**config.mk**
```make
export PLATFORM = sky130hd
export DESIGN_NAME = lru_page_cache_tags_flat
export DESIGN_NICKNAME = d
export VERILOG_FILES = /design/src/rtl/lpct_pkg.sv /design/src/rtl/lpct_if.sv /design/src/rtl/lpct_store.sv /design/src/rtl/lru_page_cache_tags.sv /design/src/flat_wrapper.sv
export SDC_FILE = /design/constraint.sdc
export NUM_CORES = 2
export LEC_CHECK = 0
export BUFFER_PORTS_ARGS = -buffer_cell sky130_fd_sc_hd__buf_2
export CAP_MARGIN = 20
export CORE_MARGIN = 5
export CORE_UTILIZATION = 40
export CTS_BUF_LIST = sky130_fd_sc_hd__clkbuf_4 sky130_fd_sc_hd__clkbuf_8 sky130_fd_sc_hd__clkbuf_16
export DETAILED_ROUTE_END_ITERATION = 10
export PLACE_DENSITY = 0.6
export SYNTH_ARGS = -nofsm -noshare
export SYNTH_HDL_FRONTEND = slang
export SYNTH_SLANG_ARGS = --single-unit
```
**constraint.sdc**
```tcl
create_clock -name clk -period 6.9 [get_ports clk]
set_clock_uncertainty 0.05 [all_clocks]
set_input_delay 1.38 -clock clk [delete_from_list [all_inputs] [get_ports clk]]
set_output_delay 1.38 -clock clk [all_outputs]
set_load 0.05 [all_outputs]
```
**src/rtl/lpct_pkg.sv**
```systemverilog
// Shared types and constants for the LRU page tag cache.
package lpct_pkg;

  localparam int PAGE_ID_W = 31;
  localparam int SLOT_W    = 4;
  localparam int CAP_W     = 5;
  localparam int PADDR_W   = 3;
  localparam int PDATA_W   = 32;

  // Register index as decoded from the word address
  localparam logic REG_CAPACITY = 1'b0;

  localparam logic [CAP_W-1:0] CAPACITY_RESET = CAP_W'(16);

  typedef struct packed {
    logic                 hit;
    logic [SLOT_W-1:0]    slot;
    logic                 filled;
    logic                 failed;
    logic                 evict_valid;
    logic [PAGE_ID_W-1:0] evict_page_id;
  } lpct_result_t;

endpackage

```
**src/rtl/lpct_if.sv**
```systemverilog
// Handshake channels for page accesses and their results.
interface lpct_req_if;
  logic                          valid;
  logic                          ready;
  logic [lpct_pkg::PAGE_ID_W-1:0] page_id;
  logic                          load_ok;

  modport source (output valid, output page_id, output load_ok, input ready);
  modport sink (input valid, input page_id, input load_ok, output ready);
endinterface

interface lpct_rsp_if;
  logic                           valid;
  logic                           ready;
  logic                           hit;
  logic [lpct_pkg::SLOT_W-1:0]    slot;
  logic                           filled;
  logic                           failed;
  logic                           evict_valid;
  logic [lpct_pkg::PAGE_ID_W-1:0] evict_page_id;

  modport source (output valid, output hit, output slot, output filled, output failed,
                  output evict_valid, output evict_page_id, input ready);
  modport sink (input valid, input hit, input slot, input filled, input failed,
                input evict_valid, input evict_page_id, output ready);
endinterface

```
**src/rtl/lpct_store.sv**
```systemverilog
// Tag store with parallel lookup, age-based LRU tracking and victim selection.
module lpct_store #(
  parameter int ENTRIES = 16
) (
  input  logic                           clk,
  input  logic                           rst,
  input  logic [lpct_pkg::CAP_W-1:0]     capacity,
  input  logic                           update,
  input  logic [lpct_pkg::PAGE_ID_W-1:0] page_id,
  input  logic                           load_ok,
  output lpct_pkg::lpct_result_t         result
);
  import lpct_pkg::*;

  localparam int IW   = $clog2(ENTRIES);
  localparam int AW   = $clog2(ENTRIES);
  localparam int OW   = $clog2(ENTRIES + 1);
  localparam int CMPW = ((OW > CAP_W) ? OW : CAP_W) + 1;
  localparam int SXW  = (IW > SLOT_W) ? IW : SLOT_W;

  logic [PAGE_ID_W-1:0] entry_tag   [ENTRIES];
  logic                 entry_valid [ENTRIES];
  logic [AW-1:0]        entry_age   [ENTRIES];
  logic [OW-1:0]        occupancy;

  logic [ENTRIES-1:0] match;
  logic               hit_any;
  logic [IW-1:0]      hit_idx;
  logic [IW-1:0]      free_idx;
  logic [IW-1:0]      victim_idx;
  logic [AW-1:0]      oldest_age;
  logic [CMPW-1:0]    cap_eff;
  logic [CMPW-1:0]    occ_plus;
  logic               do_evict;
  logic               do_fill;
  logic               do_touch;
  logic [IW-1:0]      sel_idx;
  logic [AW-1:0]      sel_age;
  logic [SXW-1:0]     slot_x;

  assign oldest_age = AW'(occupancy - OW'(1));

  // Lowest-index priority picks for hit, free slot and victim
  always_comb begin
    hit_idx    = '0;
    free_idx   = '0;
    victim_idx = '0;
    for (int i = ENTRIES - 1; i >= 0; i--) begin
      match[i] = entry_valid[i] && (entry_tag[i] == page_id);
      if (match[i]) hit_idx = IW'(i);
      if (!entry_valid[i]) free_idx = IW'(i);
      if (entry_valid[i] && (entry_age[i] == oldest_age)) victim_idx = IW'(i);
    end
  end

  assign hit_any = |match;

  always_comb begin
    if (capacity == '0) begin
      cap_eff = CMPW'(1);
    end else if (CMPW'(capacity) > CMPW'(ENTRIES)) begin
      cap_eff = CMPW'(ENTRIES);
    end else begin
      cap_eff = CMPW'(capacity);
    end
  end

  assign occ_plus = CMPW'(occupancy) + CMPW'(1);
  assign do_evict = !hit_any && load_ok &&
                    ((occ_plus > cap_eff) || (occupancy == OW'(ENTRIES)));
  assign do_fill  = !hit_any && load_ok && !do_evict;
  assign do_touch = hit_any || do_evict;
  assign sel_idx  = hit_any ? hit_idx : victim_idx;
  assign sel_age  = hit_any ? entry_age[hit_idx] : oldest_age;

  always_comb begin
    if (hit_any) begin
      slot_x = SXW'(hit_idx);
    end else if (!load_ok) begin
      slot_x = '0;
    end else if (do_evict) begin
      slot_x = SXW'(victim_idx);
    end else begin
      slot_x = SXW'(free_idx);
    end
  end

  always_comb begin
    result.hit           = hit_any;
    result.slot          = slot_x[SLOT_W-1:0];
    result.filled        = !hit_any && load_ok;
    result.failed        = !hit_any && !load_ok;
    result.evict_valid   = do_evict;
    result.evict_page_id = do_evict ? entry_tag[victim_idx] : '0;
  end

  always_ff @(posedge clk) begin
    if (rst) begin
      occupancy <= '0;
      for (int i = 0; i < ENTRIES; i++) begin
        entry_valid[i] <= 1'b0;
        entry_age[i]   <= '0;
      end
    end else if (update) begin
      if (do_fill) occupancy <= occupancy + OW'(1);
      for (int i = 0; i < ENTRIES; i++) begin
        if (do_touch) begin
          // promote the selected entry, age those that were younger
          if (IW'(i) == sel_idx) begin
            entry_age[i] <= '0;
          end else if (entry_valid[i] && (entry_age[i] < sel_age)) begin
            entry_age[i] <= entry_age[i] + AW'(1);
          end
        end else if (do_fill) begin
          if (IW'(i) == free_idx) begin
            entry_valid[i] <= 1'b1;
            entry_age[i]   <= '0;
          end else if (entry_valid[i]) begin
            entry_age[i] <= entry_age[i] + AW'(1);
          end
        end
      end
    end
  end

  always_ff @(posedge clk) begin
    if (update) begin
      if (do_evict) begin
        entry_tag[victim_idx] <= page_id;
      end else if (do_fill) begin
        entry_tag[free_idx] <= page_id;
      end
    end
  end

endmodule

```
**src/rtl/lru_page_cache_tags.sv**
```systemverilog
// Top level of the LRU page tag cache: channels, register port and stage control.
//
// Fully associative page tag cache with least-recently-used replacement. Each request beat
// is looked up against all entries in parallel from an input register; the state update and
// the result are written in the same cycle, so one access is taken every clock while the
// result side does not stall; each result is held in the output register. The output register
// lets a new request in while a result still waits; throughput drops only when the result
// side stalls. The single register, capacity (byte address 0), sets how many entries fill
// before the least recent one is evicted; 0 acts as 1 and values above ENTRIES act as
// ENTRIES. Write it only while the block is idle.
module lru_page_cache_tags #(
  parameter int ENTRIES = 16
) (
  input  logic                         clk,
  input  logic                         rst,
  lpct_req_if.sink                     req,
  lpct_rsp_if.source                   rsp,
  input  logic                         psel,
  input  logic                         penable,
  input  logic                         pwrite,
  input  logic [lpct_pkg::PADDR_W-1:0] paddr,
  input  logic [lpct_pkg::PDATA_W-1:0] pwdata,
  output logic [lpct_pkg::PDATA_W-1:0] prdata,
  output logic                         pready
);
  import lpct_pkg::*;

  logic [CAP_W-1:0]     capacity;
  logic                 stage_valid;
  logic [PAGE_ID_W-1:0] stage_page_id;
  logic                 stage_load_ok;
  logic                 out_valid;
  lpct_result_t         out_result;
  lpct_result_t         result;
  logic                 advance;
  logic                 cfg_write;

  assign pready    = 1'b1;
  assign cfg_write = psel && penable && pwrite && (paddr[2] == REG_CAPACITY);
  assign prdata    = (paddr[2] == REG_CAPACITY) ? PDATA_W'(capacity) : '0;

  always_ff @(posedge clk) begin
    if (rst) begin
      capacity <= CAPACITY_RESET;
    end else if (cfg_write) begin
      capacity <= pwdata[CAP_W-1:0];
    end
  end

  assign advance   = stage_valid && (!out_valid || rsp.ready);
  assign req.ready = !stage_valid || advance;

  always_ff @(posedge clk) begin
    if (rst) begin
      stage_valid <= 1'b0;
    end else if (req.ready) begin
      stage_valid <= req.valid;
    end
  end

  always_ff @(posedge clk) begin
    if (req.valid && req.ready) begin
      stage_page_id <= req.page_id;
      stage_load_ok <= req.load_ok;
    end
  end

  lpct_store #(
    .ENTRIES (ENTRIES)
  ) u_store (
    .clk      (clk),
    .rst      (rst),
    .capacity (capacity),
    .update   (advance),
    .page_id  (stage_page_id),
    .load_ok  (stage_load_ok),
    .result   (result)
  );

  // hold the result beat until taken
  always_ff @(posedge clk) begin
    if (rst) begin
      out_valid <= 1'b0;
    end else if (advance) begin
      out_valid <= 1'b1;
    end else if (rsp.ready) begin
      out_valid <= 1'b0;
    end
  end

  always_ff @(posedge clk) begin
    if (advance) out_result <= result;
  end

  assign rsp.valid         = out_valid;
  assign rsp.hit           = out_result.hit;
  assign rsp.slot          = out_result.slot;
  assign rsp.filled        = out_result.filled;
  assign rsp.failed        = out_result.failed;
  assign rsp.evict_valid   = out_result.evict_valid;
  assign rsp.evict_page_id = out_result.evict_page_id;

endmodule

```
**src/flat_wrapper.sv**
```systemverilog
// flat-port wrapper written by rule: the top's interface ports become plain ports
module lru_page_cache_tags_flat import lpct_pkg::*;
#(
  parameter int ENTRIES = 16
)
  (clk, rst, psel, penable, pwrite, paddr, pwdata, prdata, pready, req_valid, req_page_id, req_load_ok, req_ready, rsp_valid, rsp_hit, rsp_slot, rsp_filled, rsp_failed, rsp_evict_valid, rsp_evict_page_id, rsp_ready);
  lpct_req_if req_i ();
  lpct_rsp_if rsp_i ();
  input  logic clk;
  input  logic rst;
  input  logic psel;
  input  logic penable;
  input  logic pwrite;
  input  logic [lpct_pkg::PADDR_W-1:0] paddr;
  input  logic [lpct_pkg::PDATA_W-1:0] pwdata;
  output logic [lpct_pkg::PDATA_W-1:0] prdata;
  output logic pready;
  input wire logic [$bits(req_i.valid)-1:0] req_valid;
  input wire logic [$bits(req_i.page_id)-1:0] req_page_id;
  input wire logic [$bits(req_i.load_ok)-1:0] req_load_ok;
  output wire logic [$bits(req_i.ready)-1:0] req_ready;
  output wire logic [$bits(rsp_i.valid)-1:0] rsp_valid;
  output wire logic [$bits(rsp_i.hit)-1:0] rsp_hit;
  output wire logic [$bits(rsp_i.slot)-1:0] rsp_slot;
  output wire logic [$bits(rsp_i.filled)-1:0] rsp_filled;
  output wire logic [$bits(rsp_i.failed)-1:0] rsp_failed;
  output wire logic [$bits(rsp_i.evict_valid)-1:0] rsp_evict_valid;
  output wire logic [$bits(rsp_i.evict_page_id)-1:0] rsp_evict_page_id;
  input wire logic [$bits(rsp_i.ready)-1:0] rsp_ready;
  assign req_i.valid = req_valid;
  assign req_i.page_id = req_page_id;
  assign req_i.load_ok = req_load_ok;
  assign req_ready = req_i.ready;
  assign rsp_valid = rsp_i.valid;
  assign rsp_hit = rsp_i.hit;
  assign rsp_slot = rsp_i.slot;
  assign rsp_filled = rsp_i.filled;
  assign rsp_failed = rsp_i.failed;
  assign rsp_evict_valid = rsp_i.evict_valid;
  assign rsp_evict_page_id = rsp_i.evict_page_id;
  assign rsp_i.ready = rsp_ready;
  lru_page_cache_tags #(.ENTRIES(ENTRIES)) u_core (.clk(clk), .rst(rst), .req(req_i), .rsp(rsp_i), .psel(psel), .penable(penable), .pwrite(pwrite), .paddr(paddr), .pwdata(pwdata), .prdata(prdata), .pready(pready));
endmodule
```
==> results.cfg <==
[yosys]
synthDistinctLibCells = 103
synth-seq-area-share_pct = 50.5
yosysWarnings = 0
synthMuxAreaShare_pct = 8.82
synthSimpleGateAreaFrac_pct = 12.8
synth_cells = 3239
synth_compound_area_share_pct = 7.79
synth_edf_count = 638
netlist_area_sq_um = 38800
postSynthAreaPerCell_sq_um = 12.0
synth_xor_area_share_pct = 14.2
synth_area_leaders = edfxtp_1 49%, xnor2_1 8.7%, mux2i_1 4.0%
ys_async_sr_fraction_pct = 0
synth-seq-cells = 659
yosys.area_share.adder_pct = 2.32
ys.flop_type = edfxtp_1
yosysTopAreaCell = edfxtp_1
synth_top_family_by_area = XOR/XNOR gates
synth_top_area_share_pct = 49.4

[timing]
setup-violations-final = 0
finalSetupTns_ns = 0
rsz0062_at_grt = false
worst_pin_slew_ns = 1.11
slew_violations = 0
slew-limit-headroom_pct = 25.8
finalHoldViolCount = 0
max_freq_mhz = 151
final.period_utilization_pct = 96.1
period_minus_slack_ns = 6.63

[route]
drt_iter0_drc = 3670
via_per_inst = 6.06
dr.pass1.iters = 6
top_layer = met4
wl_met2_um = 62900
drc_errors = 0
totalWireLength_um = 139000
route.layer.met1.wl_um = 58000
wl_met3_um = 11700
wl_per_cell_um = 29.2
num_vias = 28800
final_antenna_net_count = 0

[cts]
cts_root_buf = clkbuf_16
clk_pin_slew_worst_paths_ns = 0.06
postCtsSetupBuffers = 0
clk_latency_ns = 0.65
cts-hold-fix-buffers = 0
clock-sinks = 659
h-tree-depth = 3
cts_tree = yes
cts-resized-gates = 0
cts_made_buffers = 77
clockBufferDepth = 3

[placed_design]
placed_cell_area_sq_um = 41600
hpwl_um = 102000
gp_congestion = 0.947
port_buffers = 90

[floorplanning]
die_w_um = 321
fp.coreArea_sq_um = 96400
rows = 114
dieArea_sq_um = 103000
start_util_pct = 40.2
die_h_um = 321
io_pins = 148

[setup_path]
endpoint_kind = flip-flop
worstSetupPathType = flip-flop to flip-flop
cp_data_arrival_time_ns = 6.85
critPathMaxFanout = 16
path_cells = buf_4, xnor2_1, nand2_1, a2111oi_0, and4_1, a2111oi_0, o221a_2, or2_1, buf_12, mux2_2, nor3_1, or3_1, a31oi_1, mux2i_2, buf_12, ha_1, a21oi_1, nor2b_1, a2111oi_0, o21bai_1, o21ai_1
slowest_stage = edfxtp_1
slowest_delay_ns = 1.00
cp_common_cell = a2111oi_0
crit_path_start_kind = flip-flop
required_ns = 7.12

[global_routing]
grt_max_degree = 100
grt_antenna_before_repair = 3
grt_pass1_wl_um = 196000
overflow = 0
grt_usage_pct = 25.9
grt_pass1_vias = 27500

[cells_and_area]
final_cell_area_sq_um = 44100
drive_gt1_share_pct = 17.1
finalNetCount = 3566
area_delta_synth_final_pct = 13.7

[power_and_ir_drop]
combinationalPowerShare_pct = 12.0
p_sw_share_pct = 26.6
ir_drop_uv = 202
p_seq_share_pct = 46.2
power.switching_w = 0.00262
power_density_nw_per_um2 = 223
p_int_w = 0.00723
clockPowerShare_pct = 41.8
p_leak_nw = 14.8

[job]
cap_violations = 0

[status]
outcome = finished clean

[hold_path]
hold_path.class = flip-flop to flip-flop
==> area by class of cell <==
cell class,instances,area (sq um)
tap,1276,1600
timing repair buffer,275,2180
clock inverter,48,459
clock buffer,90,2060
antenna,2,5.00
inverter,45,169
fill,8937,52300
multi-input combinational,2362,18100
sequential,659,19600
==> per-layer routing <==
metal,track usage (%),vias up
li1,-,12600
met1,36.2,14400
met2,41.0,1575
met3,3.76,276
met4,10.1,0
met5,0,-
==> registers in the layout (all words and copies together), names as in the netlist <==
register,cells
u_core.capacity,5
u_core.rsp.filled,1
u_core.rsp.failed,1
u_core.rsp.slot,4
u_core.rsp.hit,1
u_core.u_store.entry_tag,496
u_core.u_store.entry_valid,16
u_core.u_store.entry_age,64
u_core.u_store.occupancy,5
u_core.rsp.valid,1
u_core.rsp.evict_valid,1
u_core.stage_page_id,31
u_core.rsp.evict_page_id,31
u_core.stage_load_ok,1
u_core.stage_valid,1
==> kinds of logic after synthesis <==
logic type / Yosys count
AOI/OAI and AO/OA: 464
xor gates and xnor gates: 588
adders and majority gates: 72
buffers and inverters: 244
DFF: 659
muxes: 289
other: 2
and+or+nand+nor: 921
==> cell usage in the layout (no fill, tap or decap), types with 28 or more instances in the layout <==
cell type,count
mux2i_1,153
buf_4,157
nor4_1,85
clkbuf_16,79
nor2_1,86
mux2_2,103
buf_2,90
conb_1,28
nand4_1,198
a21oi_1,70
ha_1,72
inv_1,42
nand3_1,68
o21ai_0,157
mux4_2,31
nand2_1,251
nand2b_1,33
xor2_1,175
edfxtp_1,638
xnor2_1,387
a22oi_1,37
==> synth_stat cells (all sizes together) (13+ instances only) <==
master and number:
xnor2 388, nand2b 33, or4 21, a211oi 16, nand2 252, nor4 90
edfxtp 638, and2 20, clkbuf 47, nand4b 18, nor2b 25, nand3 68
nor3 31, o21ai 182, a21oi 75, and3 13, xnor3 25, xor2 175
a21o 25, a22oi 37, buf 152, o211ai 20, mux2 103, nor2 105
inv 43, ha 72, mux2i 155, mux4 31, nand4 199, dfxtp 21
==> final timing paths <==
| kind | startpoint | endpoint | slack [ns] | cells after the start |
|---|---|---|---|---|
| hold / removal | u_core.u_store.occupancy[4]$_SDFFE_PP0P_ | u_core.u_store.occupancy[4]$_SDFFE_PP0P_ | 0.47 | 2 |
| setup / recovery | u_core.stage_page_id[18]$_DFFE_PP_ | u_core.u_store.entry_age[3][2]$_SDFFCE_PN0P_ | 0.27 | 21 |
| setup reg to reg | u_core.stage_page_id[18]$_DFFE_PP_ | u_core.u_store.entry_age[3][2]$_SDFFCE_PN0P_ | 0.27 | 21 |
| hold reg to reg | u_core.u_store.occupancy[4]$_SDFFE_PP0P_ | u_core.u_store.occupancy[4]$_SDFFE_PP0P_ | 0.47 | 2 |
==> per-stage QoR <==
stage | setup slack, ns | util (%) | total power [W] | hold slack, ns | instances
2_1_floorplan | 0.800 | - | 0.00534 | 0.429 | 3265
3_3_place_gp | 0.533 | 43.1 | 0.00578 | 0.447 | 4616
3_5_place_dp | 0.491 | 43.1 | 0.00579 | 0.461 | 4616
4_1_cts | 0.431 | 45.7 | 0.00987 | 0.469 | 4754
5_1_grt | 0.141 | 45.7 | 0.0101 | 0.511 | 4755
6_report | 0.270 | 45.8 | 0.00985 | 0.465 | 4757
==> power by group through the flow <==
stage / clock network [W] / logic [W] / registers [W]
3_3_place_gp: 0 / 0.00115 / 0.00463
2_1_floorplan: 0 / 0.000711 / 0.00463
6_report: 0.00412 / 0.00118 / 0.00455
3_5_place_dp: 0 / 0.00116 / 0.00463
4_1_cts: 0.00416 / 0.00116 / 0.00455
5_1_grt: 0.00434 / 0.00123 / 0.00455
==> worst max-delay path: cells and delay by family, from the launching register on <==
kind | cells | cell delay (ns)
xor+xnor | 1 | 0.19
flops | 1 | 1.00
compound gates | 8 | 2.30
mux | 2 | 0.37
fa+ha+maj | 1 | 0.31
buf+inv | 3 | 0.66
simple gates | 6 | 1.32
(Power assumes the default switching activity.)
